File: src/rtl/core/buzzer_pattern_sequencer_macros.svh
// assertion macros for the buzzer pattern sequencer
// plain text, no dependencies; included by the top level only
`ifndef BUZZER_PATTERN_SEQUENCER_MACROS_SVH
`define BUZZER_PATTERN_SEQUENCER_MACROS_SVH

// same-cycle implication, disabled while reset is low
`define BPS_ASSERT_NOW(label, clk, rst_n, ante, cons, msg) \
  label: assert property (@(posedge clk) disable iff (!rst_n) (ante) |-> (cons)) \
    else $error(msg);

// next-cycle implication, disabled while reset is low
`define BPS_ASSERT_NEXT(label, clk, rst_n, ante, cons, msg) \
  label: assert property (@(posedge clk) disable iff (!rst_n) (ante) |=> (cons)) \
    else $error(msg);

`endif

File: src/rtl/core/bps_pkg.sv
// shared types, constants and helpers of the buzzer pattern sequencer
// no dependencies; used by bps_divider and the top level module
`timescale 1ns / 1ps
`default_nettype none

package bps_pkg;

  // field widths
  localparam int unsigned MODE_W   = 2;
  localparam int unsigned PERIOD_W = 16;
  localparam int unsigned DUR_W    = 24;
  localparam int unsigned COUNT_W  = 4;
  localparam int unsigned VOL_W    = 8;
  localparam int unsigned VLIST_W  = 64;
  localparam int unsigned RUN_W    = 24;
  localparam int unsigned IDX_W    = 3;
  localparam int unsigned ACTION_W = 2;

  // parameter defaults
  localparam int unsigned QUEUE_DEPTH_DEF = 8;
  localparam int unsigned MAX_VOLUMES_DEF = 8;
  localparam int unsigned TICK_MS_DEF     = 10;

  // action codes carried on tuser
  localparam logic [ACTION_W-1:0] ACT_TICK    = 2'd0;
  localparam logic [ACTION_W-1:0] ACT_PUSH    = 2'd1;
  localparam logic [ACTION_W-1:0] ACT_FLUSH   = 2'd2;
  localparam logic [ACTION_W-1:0] ACT_DEFAULT = 2'd3;

  // entry modes
  localparam logic [MODE_W-1:0] MODE_OFF     = 2'd0;
  localparam logic [MODE_W-1:0] MODE_ON      = 2'd1;
  localparam logic [MODE_W-1:0] MODE_PATTERN = 2'd2;

  // input beat payload, mode in the lowest bits
  typedef struct packed {
    logic                mute;
    logic [COUNT_W-1:0]  volume_count;
    logic [VLIST_W-1:0]  volume_list;
    logic                forever_req;
    logic [DUR_W-1:0]    duration;
    logic [PERIOD_W-1:0] step_period;
    logic [MODE_W-1:0]   mode;
  } in_data_t;

  // output beat payload, volume in the lowest bits
  typedef struct packed {
    logic [5:0]       pad;
    logic             push_rejected;
    logic             queue_empty;
    logic [VOL_W-1:0] volume;
  } out_data_t;

  // normalized control part of one tone entry
  typedef struct packed {
    logic [MODE_W-1:0]   mode;
    logic [PERIOD_W-1:0] period;
    logic [DUR_W-1:0]    duration;
    logic                forever_req;
    logic [COUNT_W-1:0]  count;
  } ctl_t;

  // status of the shared divider
  typedef struct packed {
    logic busy;
    logic done;
  } div_stat_t;

  localparam ctl_t CTL_RESET = '{
    mode:        MODE_OFF,
    period:      PERIOD_W'(1),
    duration:    '0,
    forever_req: 1'b1,
    count:       COUNT_W'(1)
  };

  // clean up a raw entry: unknown mode is off, zero period is one,
  // volume count forced into one..max_count
  function automatic ctl_t make_ctl(in_data_t d, logic [COUNT_W-1:0] max_count);
    ctl_t c;
    c.mode        = (d.mode == MODE_ON || d.mode == MODE_PATTERN) ? d.mode : MODE_OFF;
    c.period      = (d.step_period == '0) ? PERIOD_W'(1) : d.step_period;
    c.duration    = d.duration;
    c.forever_req = d.forever_req;
    if (d.volume_count == '0) begin
      c.count = COUNT_W'(1);
    end else if (d.volume_count > max_count) begin
      c.count = max_count;
    end else begin
      c.count = d.volume_count;
    end
    return c;
  endfunction

endpackage

`default_nettype wire

File: src/rtl/core/bps_ram.sv
// generic single-write, single-read ram with registered read data
// no dependencies; holds the tone entry queue
`timescale 1ns / 1ps
`default_nettype none

module bps_ram #(
  parameter int unsigned WIDTH = 8,
  parameter int unsigned DEPTH = 8,
  localparam int unsigned AW = (DEPTH > 1) ? $clog2(DEPTH) : 1
) (
  input  wire logic             clk_i,
  input  wire logic             we_i,
  input  wire logic [AW-1:0]    waddr_i,
  input  wire logic [WIDTH-1:0] wdata_i,
  input  wire logic [AW-1:0]    raddr_i,
  output logic      [WIDTH-1:0] rdata_o
);

  logic [WIDTH-1:0] mem_q [DEPTH];

  // write port
  always_ff @(posedge clk_i) begin
    if (we_i) begin
      mem_q[waddr_i] <= wdata_i;
    end
  end

  // registered read port
  always_ff @(posedge clk_i) begin
    rdata_o <= mem_q[raddr_i];
  end

endmodule

`default_nettype wire

File: src/rtl/core/bps_divider.sv
// bit-serial restoring divider: elapsed / period, quotient folded modulo count
// depends on bps_pkg; one quotient bit per cycle
`timescale 1ns / 1ps
`default_nettype none

module bps_divider #(
  parameter int unsigned DVD_W = 34
) (
  input  wire logic                          clk_i,
  input  wire logic                          rst_ni,
  input  wire logic                          start_i,
  input  wire logic [DVD_W-1:0]              dividend_i,
  input  wire logic [bps_pkg::PERIOD_W-1:0]  divisor_i,
  input  wire logic [bps_pkg::COUNT_W-1:0]   count_i,
  output bps_pkg::div_stat_t                 stat_o,
  output logic      [bps_pkg::IDX_W-1:0]     index_o
);

  localparam int unsigned CNT_W = $clog2(DVD_W + 1);
  localparam int unsigned PW    = bps_pkg::PERIOD_W;

  logic                busy_q, busy_d;
  logic                done_q, done_d;
  logic [CNT_W-1:0]    cnt_q, cnt_d;
  logic [DVD_W-1:0]    dvd_q, dvd_d;
  logic [PW-1:0]       rem_q, rem_d;
  logic [bps_pkg::IDX_W-1:0] mod_q, mod_d;

  logic [PW:0]                 trial;
  logic [PW:0]                 trial_sub;
  logic                        qbit;
  logic [bps_pkg::COUNT_W-1:0] mod_shift;

  // one restoring step plus the running remainder of the quotient modulo count
  always_comb begin
    trial     = {rem_q, dvd_q[DVD_W-1]};
    trial_sub = trial - {1'b0, divisor_i};
    qbit      = (trial >= {1'b0, divisor_i});
    mod_shift = {mod_q, qbit};

    busy_d = busy_q;
    done_d = 1'b0;
    cnt_d  = cnt_q;
    dvd_d  = dvd_q;
    rem_d  = rem_q;
    mod_d  = mod_q;

    if (start_i) begin
      busy_d = 1'b1;
      cnt_d  = CNT_W'(DVD_W);
      dvd_d  = dividend_i;
      rem_d  = '0;
      mod_d  = '0;
    end else if (busy_q) begin
      rem_d = qbit ? trial_sub[PW-1:0] : trial[PW-1:0];
      dvd_d = {dvd_q[DVD_W-2:0], 1'b0};
      mod_d = (mod_shift >= count_i) ? bps_pkg::IDX_W'(mod_shift - count_i)
                                     : bps_pkg::IDX_W'(mod_shift);
      cnt_d = cnt_q - 1'b1;
      if (cnt_q == CNT_W'(1)) begin
        busy_d = 1'b0;
        done_d = 1'b1;
      end
    end
  end

  // control state
  always_ff @(posedge clk_i or negedge rst_ni) begin
    if (!rst_ni) begin
      busy_q <= 1'b0;
      done_q <= 1'b0;
      cnt_q  <= '0;
    end else begin
      busy_q <= busy_d;
      done_q <= done_d;
      cnt_q  <= cnt_d;
    end
  end

  // datapath
  always_ff @(posedge clk_i) begin
    dvd_q <= dvd_d;
    rem_q <= rem_d;
    mod_q <= mod_d;
  end

  assign stat_o.busy = busy_q;
  assign stat_o.done = done_q;
  assign index_o     = mod_q;

endmodule

`default_nettype wire

File: src/rtl/core/buzzer_pattern_sequencer.sv
// buzzer pattern sequencer: tone entry queue, run counter and volume sequencer
// depends on bps_pkg, bps_ram, bps_divider and buzzer_pattern_sequencer_macros.svh
//
// usage:
//   s_axis carries one command beat: tuser is the action (tick, push entry,
//   flush queue, set default entry), tdata the entry fields and the mute level.
//   m_axis returns exactly one result beat per command: volume, queue_empty
//   and push_rejected. cfg_* writes the one-bit enable register, always ready.
// timing:
//   a tick passes the states mul, chk, rd, load and div, then done; the
//   bit-serial divider for elapsed / period works one quotient bit a cycle.
//   push, flush and set default go from idle straight to done. the result is
//   registered, and the next command is taken back in idle. s_axis_tready
//   is low in work.
// reset:
//   queue empty, run counter and held volume zero, default entry off and
//   forever, enable set. no clearing pass is needed.
// stalls:
//   the result sits in an output register; one further command is taken while
//   it waits, and that command's result waits in turn until m_axis_tready.
`timescale 1ns / 1ps
`default_nettype none
`include "buzzer_pattern_sequencer_macros.svh"

module buzzer_pattern_sequencer #(
  parameter int unsigned QUEUE_DEPTH = bps_pkg::QUEUE_DEPTH_DEF,
  parameter int unsigned MAX_VOLUMES = bps_pkg::MAX_VOLUMES_DEF,
  parameter int unsigned TICK_MS     = bps_pkg::TICK_MS_DEF
) (
  input  wire logic          clk_i,
  input  wire logic          rst_ni,
  // command beat
  input  wire logic          s_axis_tvalid,
  output logic               s_axis_tready,
  // mode, step_period, duration, forever_req, volume_list, volume_count, mute
  input  wire logic [111:0]  s_axis_tdata,
  // action
  input  wire logic [1:0]    s_axis_tuser,
  // result beat
  output logic               m_axis_tvalid,
  input  wire logic          m_axis_tready,
  // volume, queue_empty, push_rejected, zero pad
  output logic [15:0]        m_axis_tdata,
  // enable register write
  input  wire logic          cfg_valid_i,
  output logic               cfg_ready_o,
  input  wire logic          cfg_data_i
);

  localparam int unsigned AW     = (QUEUE_DEPTH > 1) ? $clog2(QUEUE_DEPTH) : 1;
  localparam int unsigned OCC_W  = $clog2(QUEUE_DEPTH + 1);
  localparam int unsigned VOLS_W = MAX_VOLUMES * bps_pkg::VOL_W;
  localparam int unsigned CTL_W  = $bits(bps_pkg::ctl_t);
  localparam int unsigned ENT_W  = CTL_W + VOLS_W;
  localparam int unsigned DVD_W  = bps_pkg::RUN_W + $clog2(TICK_MS + 1);

  // sequencer states
  localparam logic [2:0] ST_IDLE = 3'd0;
  localparam logic [2:0] ST_MUL  = 3'd1;
  localparam logic [2:0] ST_CHK  = 3'd2;
  localparam logic [2:0] ST_RD   = 3'd3;
  localparam logic [2:0] ST_LOAD = 3'd4;
  localparam logic [2:0] ST_DIV  = 3'd5;
  localparam logic [2:0] ST_DONE = 3'd6;

  logic [2:0]                  state_q, state_d;
  logic [bps_pkg::RUN_W-1:0]   run_q, run_d;
  logic [DVD_W-1:0]            elapsed_q, elapsed_d;
  logic [AW-1:0]               head_q, head_d;
  logic [AW-1:0]               tail_q, tail_d;
  logic [OCC_W-1:0]            occ_q, occ_d;
  bps_pkg::ctl_t               dflt_ctl_q, dflt_ctl_d;
  logic [VOLS_W-1:0]           dflt_vol_q, dflt_vol_d;
  logic [bps_pkg::VOL_W-1:0]   last_vol_q, last_vol_d;
  logic                        enable_q;
  logic                        mute_q, mute_d;
  logic                        rej_q, rej_d;
  bps_pkg::ctl_t               cur_ctl_q, cur_ctl_d;
  logic [VOLS_W-1:0]           cur_vol_q, cur_vol_d;
  logic                        out_valid_q, out_valid_d;
  bps_pkg::out_data_t          out_data_q, out_data_d;

  bps_pkg::in_data_t           in_data;
  bps_pkg::ctl_t               in_ctl;
  bps_pkg::ctl_t               ram_ctl;
  bps_pkg::ctl_t               chk_ctl;
  logic [ENT_W-1:0]            ram_rdata;
  logic                        in_fire;
  logic                        full;
  logic                        ram_we;
  logic                        div_start;
  bps_pkg::div_stat_t          div_stat;
  logic [bps_pkg::IDX_W-1:0]   div_index;
  logic [bps_pkg::VOL_W-1:0]   pat_vol;
  logic [bps_pkg::VOL_W-1:0]   tick_vol;
  logic [AW-1:0]               head_inc;
  logic [AW-1:0]               tail_inc;

  assign in_data = bps_pkg::in_data_t'(s_axis_tdata);
  assign in_ctl  = bps_pkg::make_ctl(in_data, bps_pkg::COUNT_W'(MAX_VOLUMES));
  assign ram_ctl = bps_pkg::ctl_t'(ram_rdata[CTL_W-1:0]);
  assign full    = (occ_q == OCC_W'(QUEUE_DEPTH));
  assign in_fire = s_axis_tvalid && s_axis_tready;
  assign ram_we  = in_fire && (s_axis_tuser == bps_pkg::ACT_PUSH) && !full;
  assign div_start = (state_q == ST_LOAD);

  assign head_inc = (head_q == AW'(QUEUE_DEPTH - 1)) ? '0 : head_q + 1'b1;
  assign tail_inc = (tail_q == AW'(QUEUE_DEPTH - 1)) ? '0 : tail_q + 1'b1;

  // entry that governs the expiry check
  assign chk_ctl = (occ_q != '0) ? ram_ctl : dflt_ctl_q;

  // queue storage, read port follows the head
  bps_ram #(
    .WIDTH (ENT_W),
    .DEPTH (QUEUE_DEPTH)
  ) u_queue (
    .clk_i   (clk_i),
    .we_i    (ram_we),
    .waddr_i (tail_q),
    .wdata_i ({in_data.volume_list[VOLS_W-1:0], in_ctl}),
    .raddr_i (head_q),
    .rdata_o (ram_rdata)
  );

  // shared divider for the pattern step index
  bps_divider #(
    .DVD_W (DVD_W)
  ) u_div (
    .clk_i      (clk_i),
    .rst_ni     (rst_ni),
    .start_i    (div_start),
    .dividend_i (elapsed_q),
    .divisor_i  (cur_ctl_q.period),
    .count_i    (cur_ctl_q.count),
    .stat_o     (div_stat),
    .index_o    (div_index)
  );

  // pattern volume select
  always_comb begin
    pat_vol = '0;
    for (int i = 0; i < int'(MAX_VOLUMES); i++) begin
      if (div_index == bps_pkg::IDX_W'(i)) begin
        pat_vol = cur_vol_q[i*bps_pkg::VOL_W +: bps_pkg::VOL_W];
      end
    end
  end

  // tick volume with mode, enable and mute applied
  always_comb begin
    unique case (cur_ctl_q.mode)
      bps_pkg::MODE_ON:      tick_vol = cur_vol_q[bps_pkg::VOL_W-1:0];
      bps_pkg::MODE_PATTERN: tick_vol = pat_vol;
      default:               tick_vol = '0;
    endcase
    if (!enable_q || mute_q) begin
      tick_vol = '0;
    end
  end

  assign s_axis_tready = (state_q == ST_IDLE);

  // sequencer
  always_comb begin
    state_d     = state_q;
    run_d       = run_q;
    elapsed_d   = elapsed_q;
    head_d      = head_q;
    tail_d      = tail_q;
    occ_d       = occ_q;
    dflt_ctl_d  = dflt_ctl_q;
    dflt_vol_d  = dflt_vol_q;
    last_vol_d  = last_vol_q;
    mute_d      = mute_q;
    rej_d       = rej_q;
    cur_ctl_d   = cur_ctl_q;
    cur_vol_d   = cur_vol_q;
    out_valid_d = out_valid_q && !m_axis_tready;
    out_data_d  = out_data_q;

    unique case (state_q)
      ST_IDLE: begin
        if (in_fire) begin
          rej_d = 1'b0;
          unique case (s_axis_tuser)
            bps_pkg::ACT_TICK: begin
              run_d   = (run_q == '1) ? run_q : run_q + 1'b1;
              mute_d  = in_data.mute;
              state_d = ST_MUL;
            end
            bps_pkg::ACT_PUSH: begin
              if (full) begin
                rej_d = 1'b1;
              end else begin
                tail_d = tail_inc;
                occ_d  = occ_q + 1'b1;
              end
              state_d = ST_DONE;
            end
            bps_pkg::ACT_FLUSH: begin
              head_d  = '0;
              tail_d  = '0;
              occ_d   = '0;
              state_d = ST_DONE;
            end
            default: begin
              dflt_ctl_d = in_ctl;
              dflt_vol_d = in_data.volume_list[VOLS_W-1:0];
              state_d    = ST_DONE;
            end
          endcase
        end
      end
      ST_MUL: begin
        elapsed_d = DVD_W'(run_q) * DVD_W'(TICK_MS);
        state_d   = ST_CHK;
      end
      ST_CHK: begin
        // a finite entry that has run its time is retired
        if (!chk_ctl.forever_req && (elapsed_q >= DVD_W'(chk_ctl.duration))) begin
          if (occ_q != '0) begin
            head_d = head_inc;
            occ_d  = occ_q - 1'b1;
          end
          run_d = '0;
        end
        state_d = ST_RD;
      end
      ST_RD: begin
        state_d = ST_LOAD;
      end
      ST_LOAD: begin
        if (occ_q != '0) begin
          cur_ctl_d = ram_ctl;
          cur_vol_d = ram_rdata[ENT_W-1:CTL_W];
        end else begin
          cur_ctl_d = dflt_ctl_q;
          cur_vol_d = dflt_vol_q;
        end
        state_d = ST_DIV;
      end
      ST_DIV: begin
        if (div_stat.done) begin
          last_vol_d = tick_vol;
          state_d    = ST_DONE;
        end
      end
      ST_DONE: begin
        if (!out_valid_q || m_axis_tready) begin
          out_valid_d              = 1'b1;
          out_data_d.pad           = '0;
          out_data_d.volume        = last_vol_q;
          out_data_d.queue_empty   = (occ_q == '0);
          out_data_d.push_rejected = rej_q;
          state_d                  = ST_IDLE;
        end
      end
      default: begin
        state_d = ST_IDLE;
      end
    endcase
  end

  // control state
  always_ff @(posedge clk_i or negedge rst_ni) begin
    if (!rst_ni) begin
      state_q     <= ST_IDLE;
      run_q       <= '0;
      head_q      <= '0;
      tail_q      <= '0;
      occ_q       <= '0;
      dflt_ctl_q  <= bps_pkg::CTL_RESET;
      dflt_vol_q  <= '0;
      last_vol_q  <= '0;
      enable_q    <= 1'b1;
      out_valid_q <= 1'b0;
    end else begin
      state_q     <= state_d;
      run_q       <= run_d;
      head_q      <= head_d;
      tail_q      <= tail_d;
      occ_q       <= occ_d;
      dflt_ctl_q  <= dflt_ctl_d;
      dflt_vol_q  <= dflt_vol_d;
      last_vol_q  <= last_vol_d;
      out_valid_q <= out_valid_d;
      if (cfg_valid_i && cfg_ready_o) begin
        enable_q <= cfg_data_i;
      end
    end
  end

  // payload registers
  always_ff @(posedge clk_i) begin
    elapsed_q  <= elapsed_d;
    mute_q     <= mute_d;
    rej_q      <= rej_d;
    cur_ctl_q  <= cur_ctl_d;
    cur_vol_q  <= cur_vol_d;
    out_data_q <= out_data_d;
  end

  assign cfg_ready_o   = 1'b1;
  assign m_axis_tvalid = out_valid_q;
  assign m_axis_tdata  = out_data_q;

  // checks
  `BPS_ASSERT_NOW(a_occ_bound, clk_i, rst_ni, 1'b1, occ_q <= OCC_W'(QUEUE_DEPTH), "queue occupancy above depth")
  `BPS_ASSERT_NOW(a_ptr_match, clk_i, rst_ni, (occ_q == '0) || full, head_q == tail_q, "head and tail disagree with occupancy")
  `BPS_ASSERT_NEXT(a_push_grows, clk_i, rst_ni, ram_we, occ_q == $past(occ_q) + 1'b1, "accepted push did not grow the queue")
  `BPS_ASSERT_NOW(a_div_owned, clk_i, rst_ni, div_stat.busy || div_stat.done, state_q == ST_DIV, "divider active outside its state")

endmodule

`default_nettype wire
File: config.mk
export PLATFORM = sky130hd
export DESIGN_NAME = buzzer_pattern_sequencer
export DESIGN_NICKNAME = d
export VERILOG_FILES = /design/src/rtl/core/bps_pkg.sv /design/src/rtl/core/bps_ram.sv /design/src/rtl/core/bps_divider.sv /design/src/rtl/core/buzzer_pattern_sequencer.sv
export VERILOG_INCLUDE_DIRS = /design/src /design/src/rtl/core
export SDC_FILE = /design/constraint.sdc
export NUM_CORES = 1
export LEC_CHECK = 0
export BUFFER_PORTS_ARGS = -buffer_cell sky130_fd_sc_hd__buf_2
export CORE_ASPECT_RATIO = 1.25
export CORE_MARGIN = 10
export CORE_UTILIZATION = 55
export CTS_CLUSTER_SIZE = 28
export DETAILED_ROUTE_END_ITERATION = 16
export PLACE_DENSITY = 0.72
export REMOVE_ABC_BUFFERS = 1
export SYNTH_ARGS = -nofsm -noshare
export SYNTH_HDL_FRONTEND = slang
export SYNTH_SLANG_ARGS = --single-unit
File: constraint.sdc
create_clock -name clk_i -period 11.65 [get_ports clk_i]
set_clock_uncertainty 0.15 [all_clocks]
set_input_delay 0.5825 -clock clk_i [delete_from_list [all_inputs] [get_ports clk_i]]
set_output_delay 0.5825 -clock clk_i [all_outputs]
set_load 0.005 [all_outputs]
==> impl_metrics.tcl <==
set metrics [dict create \
    hold_viol_final 0 \
    dieArea_sq_mm 0.109 \
    tightest_slew_ns 1.19 \
    core_area_sq_mm 0.0958 \
    grt.total_usage_pct 21.1 \
    async_reset_ff_share_pct 12.4 \
    critPathMaxFanout 57 \
    avgSynthCellArea_sq_um 17.2 \
    synthSimpleGateAreaFrac_pct 5.37 \
    synth-adder-area-share_pct 2.43 \
    first_global_vias 29700 \
    place_congestion 0.810 \
    cp.required_ns 12.13 \
    synth_flop_cell "edfxtp_1" \
    synth_area_sq_mm 0.0530 \
    io_pins 139 \
    yosysWarnings 0 \
    die_w_um 298 \
    worstPathArrival_ns 5.90 \
    cts_resized 0 \
    drtAntennaViolNets 0 \
    synthMuxAreaShare_pct 15.3 \
    synthXorXnorAreaFrac_pct 0.694 \
    vias 28000 \
    postCtsSetupRepairBufs 0 \
    synth_compound_area_share_pct 3.02 \
    numPortBuffers 131 \
    die_h_um 367 \
    rsz0062_at_grt "no" \
    pwr_density_cell_mw_per_mm2 220 \
    first_iter_violations 2503 \
    path_clk_slew_ns 0.07 \
    cts_buffers 121 \
    relSlewSlack_pct 20.4 \
    power_w 0.0132 \
    status "finished, final reports clean" \
    place_ws_ns 6.29 \
    maxClockFrequency_mhz 185 \
    grt_pass1_wl_um 179000 \
    ys_seq_area_share_pct 71.6 \
    finalWorstSetupSlack_ns 6.24 \
    report.final.slew_viol_count 0 \
    post-dp-hpwl_um 65400 \
    clkSinkCount 1335 \
    synth_top_area_share_pct 58.9 \
    htreeDepth 3 \
    finalSetupViolations 0 \
    syn-instance-count 3085 \
    ys_ff_latch 1335 \
    leakagePower_nw 21.5 \
    end_kind "flop" \
    firstDrtPassIters 7 \
    grt_overflow 0 \
    final_util_pct 62.5 \
    row_count 127 \
    viasPerCell 5.95 \
    synthTopCellsByArea "edfxtp_1 59%, mux4_2 10%, dfrtp_1 7.6%" \
    critPathLaunchType "flop" \
    wirelength_um 116000 \
    ys_top_cells_by_count "1040 x edfxtp_1, 474 x nand2_1, 238 x mux4_2" \
    crit_type "reg2reg" \
    synth_edf_count 1040 \
    start_util_pct 55.3 \
    tns_ns 0 \
    peakVddDrop_uv 154 \
    nets 3513 \
    min_period_ns 5.41 \
    grt_max_degree 102 \
    yosysMostFrequentCell "edfxtp_1" \
    syn2layout_area_growth_pct 12.9 \
    hold_buffers 64 \
    layout-drive-gt1-share_pct 24.4 \
    root_buffer "clkbuf_16" \
    cts_tree "built" \
    synth_top_family_by_area "multiplexers" \
    clk_latency_ns 0.73 \
    antenna_found_initial 20 \
    drc 0 \
    finalCritPeriodShare_pct 46.5 \
    clk_path_buf_depth 3 \
    wl_per_cell_um 24.6 \
    ys_types 83 \
    maxCapViolCount 0 \
    hp-class "in2reg" \
    synth_top_area_cell "edfxtp_1" \
]
-- final cells by class --
cell class | instances | area, sq um
flip-flops and latches | 1335 | 38000
fillers | 6653 | 36000
multi-input cells | 1544 | 14300
clock buffers | 177 | 3400
repair buffers | 240 | 1660
well taps | 1290 | 1610
clock inverters | 54 | 698
inverters | 50 | 193
diodes | 9 | 22.5
-- per-stage QoR --
stage | std cells | instance area (sq um) | hold slack, ns
after floorplan | 2929 | 52400 | 0.137
after global placement | 4395 | 55100 | 0.263
after detailed placement | 4395 | 55100 | 0.267
after CTS | 4690 | 59800 | 0.0000540
after global routing | 4697 | 59800 | 0.0331
final | 4699 | 59900 | 0.0325
-- worst max-delay path: stages (launching register included) --
cell,delay [ns]
dfrtp_1,0.42
inv_1,0.13
ha_1,0.21
nor3b_4,0.21
buf_4,0.79
mux2i_1,0.24
ha_1,0.36
nand4_1,0.17
or3_1,0.43
nor4_2,0.29
o41a_1,0.94
o21ai_2,0.29
or3_1,0.45
a21oi_1,0.19
-- layout by cell type (no fill, tap or decap), types with 60 or more instances in the layout --
| cell | count |
|---|---|
| dfxtp_1 | 130 |
| nand2_1 | 474 |
| edfxtp_1 | 1040 |
| buf_2 | 130 |
| o21ai_0 | 60 |
| clkbuf_16 | 123 |
| dlygate4sd3_1 | 64 |
| ha_1 | 98 |
| mux2_2 | 207 |
| mux4_2 | 238 |
| dfrtp_1 | 158 |
-- sequential cells by signal, summed over array words and instances (netlist names), 4 cells and up --
signal,count
cur_ctl_q,22
cur_vol_q,64
dflt_ctl_q,47
dflt_vol_q,64
elapsed_q,27
last_vol_q,8
m_axis_tdata,10
occ_q,4
run_q,24
u_div.cnt_q,5
u_div.dvd_q,27
u_div.rem_q,16
u_queue.mem_q,888
u_queue.rdata_o,111
-- layer usage --
| layer | vias to the layer above | GRT usage [%] | wire length (um) | share of wire, % |
|---|---|---|---|---|
| li1 | 12300 | - | - | - |
| met1 | 14500 | 27.4 | 47100 | 41 |
| met2 | 940 | 36.3 | 58800 | 51 |
| met3 | 211 | 3.13 | 6570 | 5.7 |
| met4 | 18 | 6.83 | 3020 | 2.6 |
| met5 | - | 0 | 111 | 0.096 |
-- final timing paths --
path	startpoint	end	slack (ns)	cells after the start
setup / recovery	occ_q[0]	run_q[22]	6.24	13
hold / removal	s_axis_tdata[9]	u_queue.mem_q[0][36]	0.03	1
setup reg to reg	occ_q[0]	run_q[22]	6.24	13
hold reg to reg	rej_q	m_axis_tdata[9]	0.28	0
max in group asynchronous	rst_ni	dflt_ctl_q[9]	9.64	3
min in group asynchronous	rst_ni	dflt_ctl_q[43]	0.27	2
-- cell families after synthesis --
logic type,count (synthesis)
flip-flops,1335
buffers and inverters,211
AO/OA/AOI/OAI,240
XOR/XNOR,42
AND/OR/NAND/NOR,669
multiplexers,485
adder cells (fa/ha/maj),101
other,2
-- power breakdown --
part           internal (W)  switching [W]  total, W
sequential          0.00593       0.000395   0.00632
clock               0.00236        0.00172   0.00407
combinational       0.00130        0.00149   0.00279
total               0.00958        0.00360    0.0132
Power figures use the tool's default switching activity.
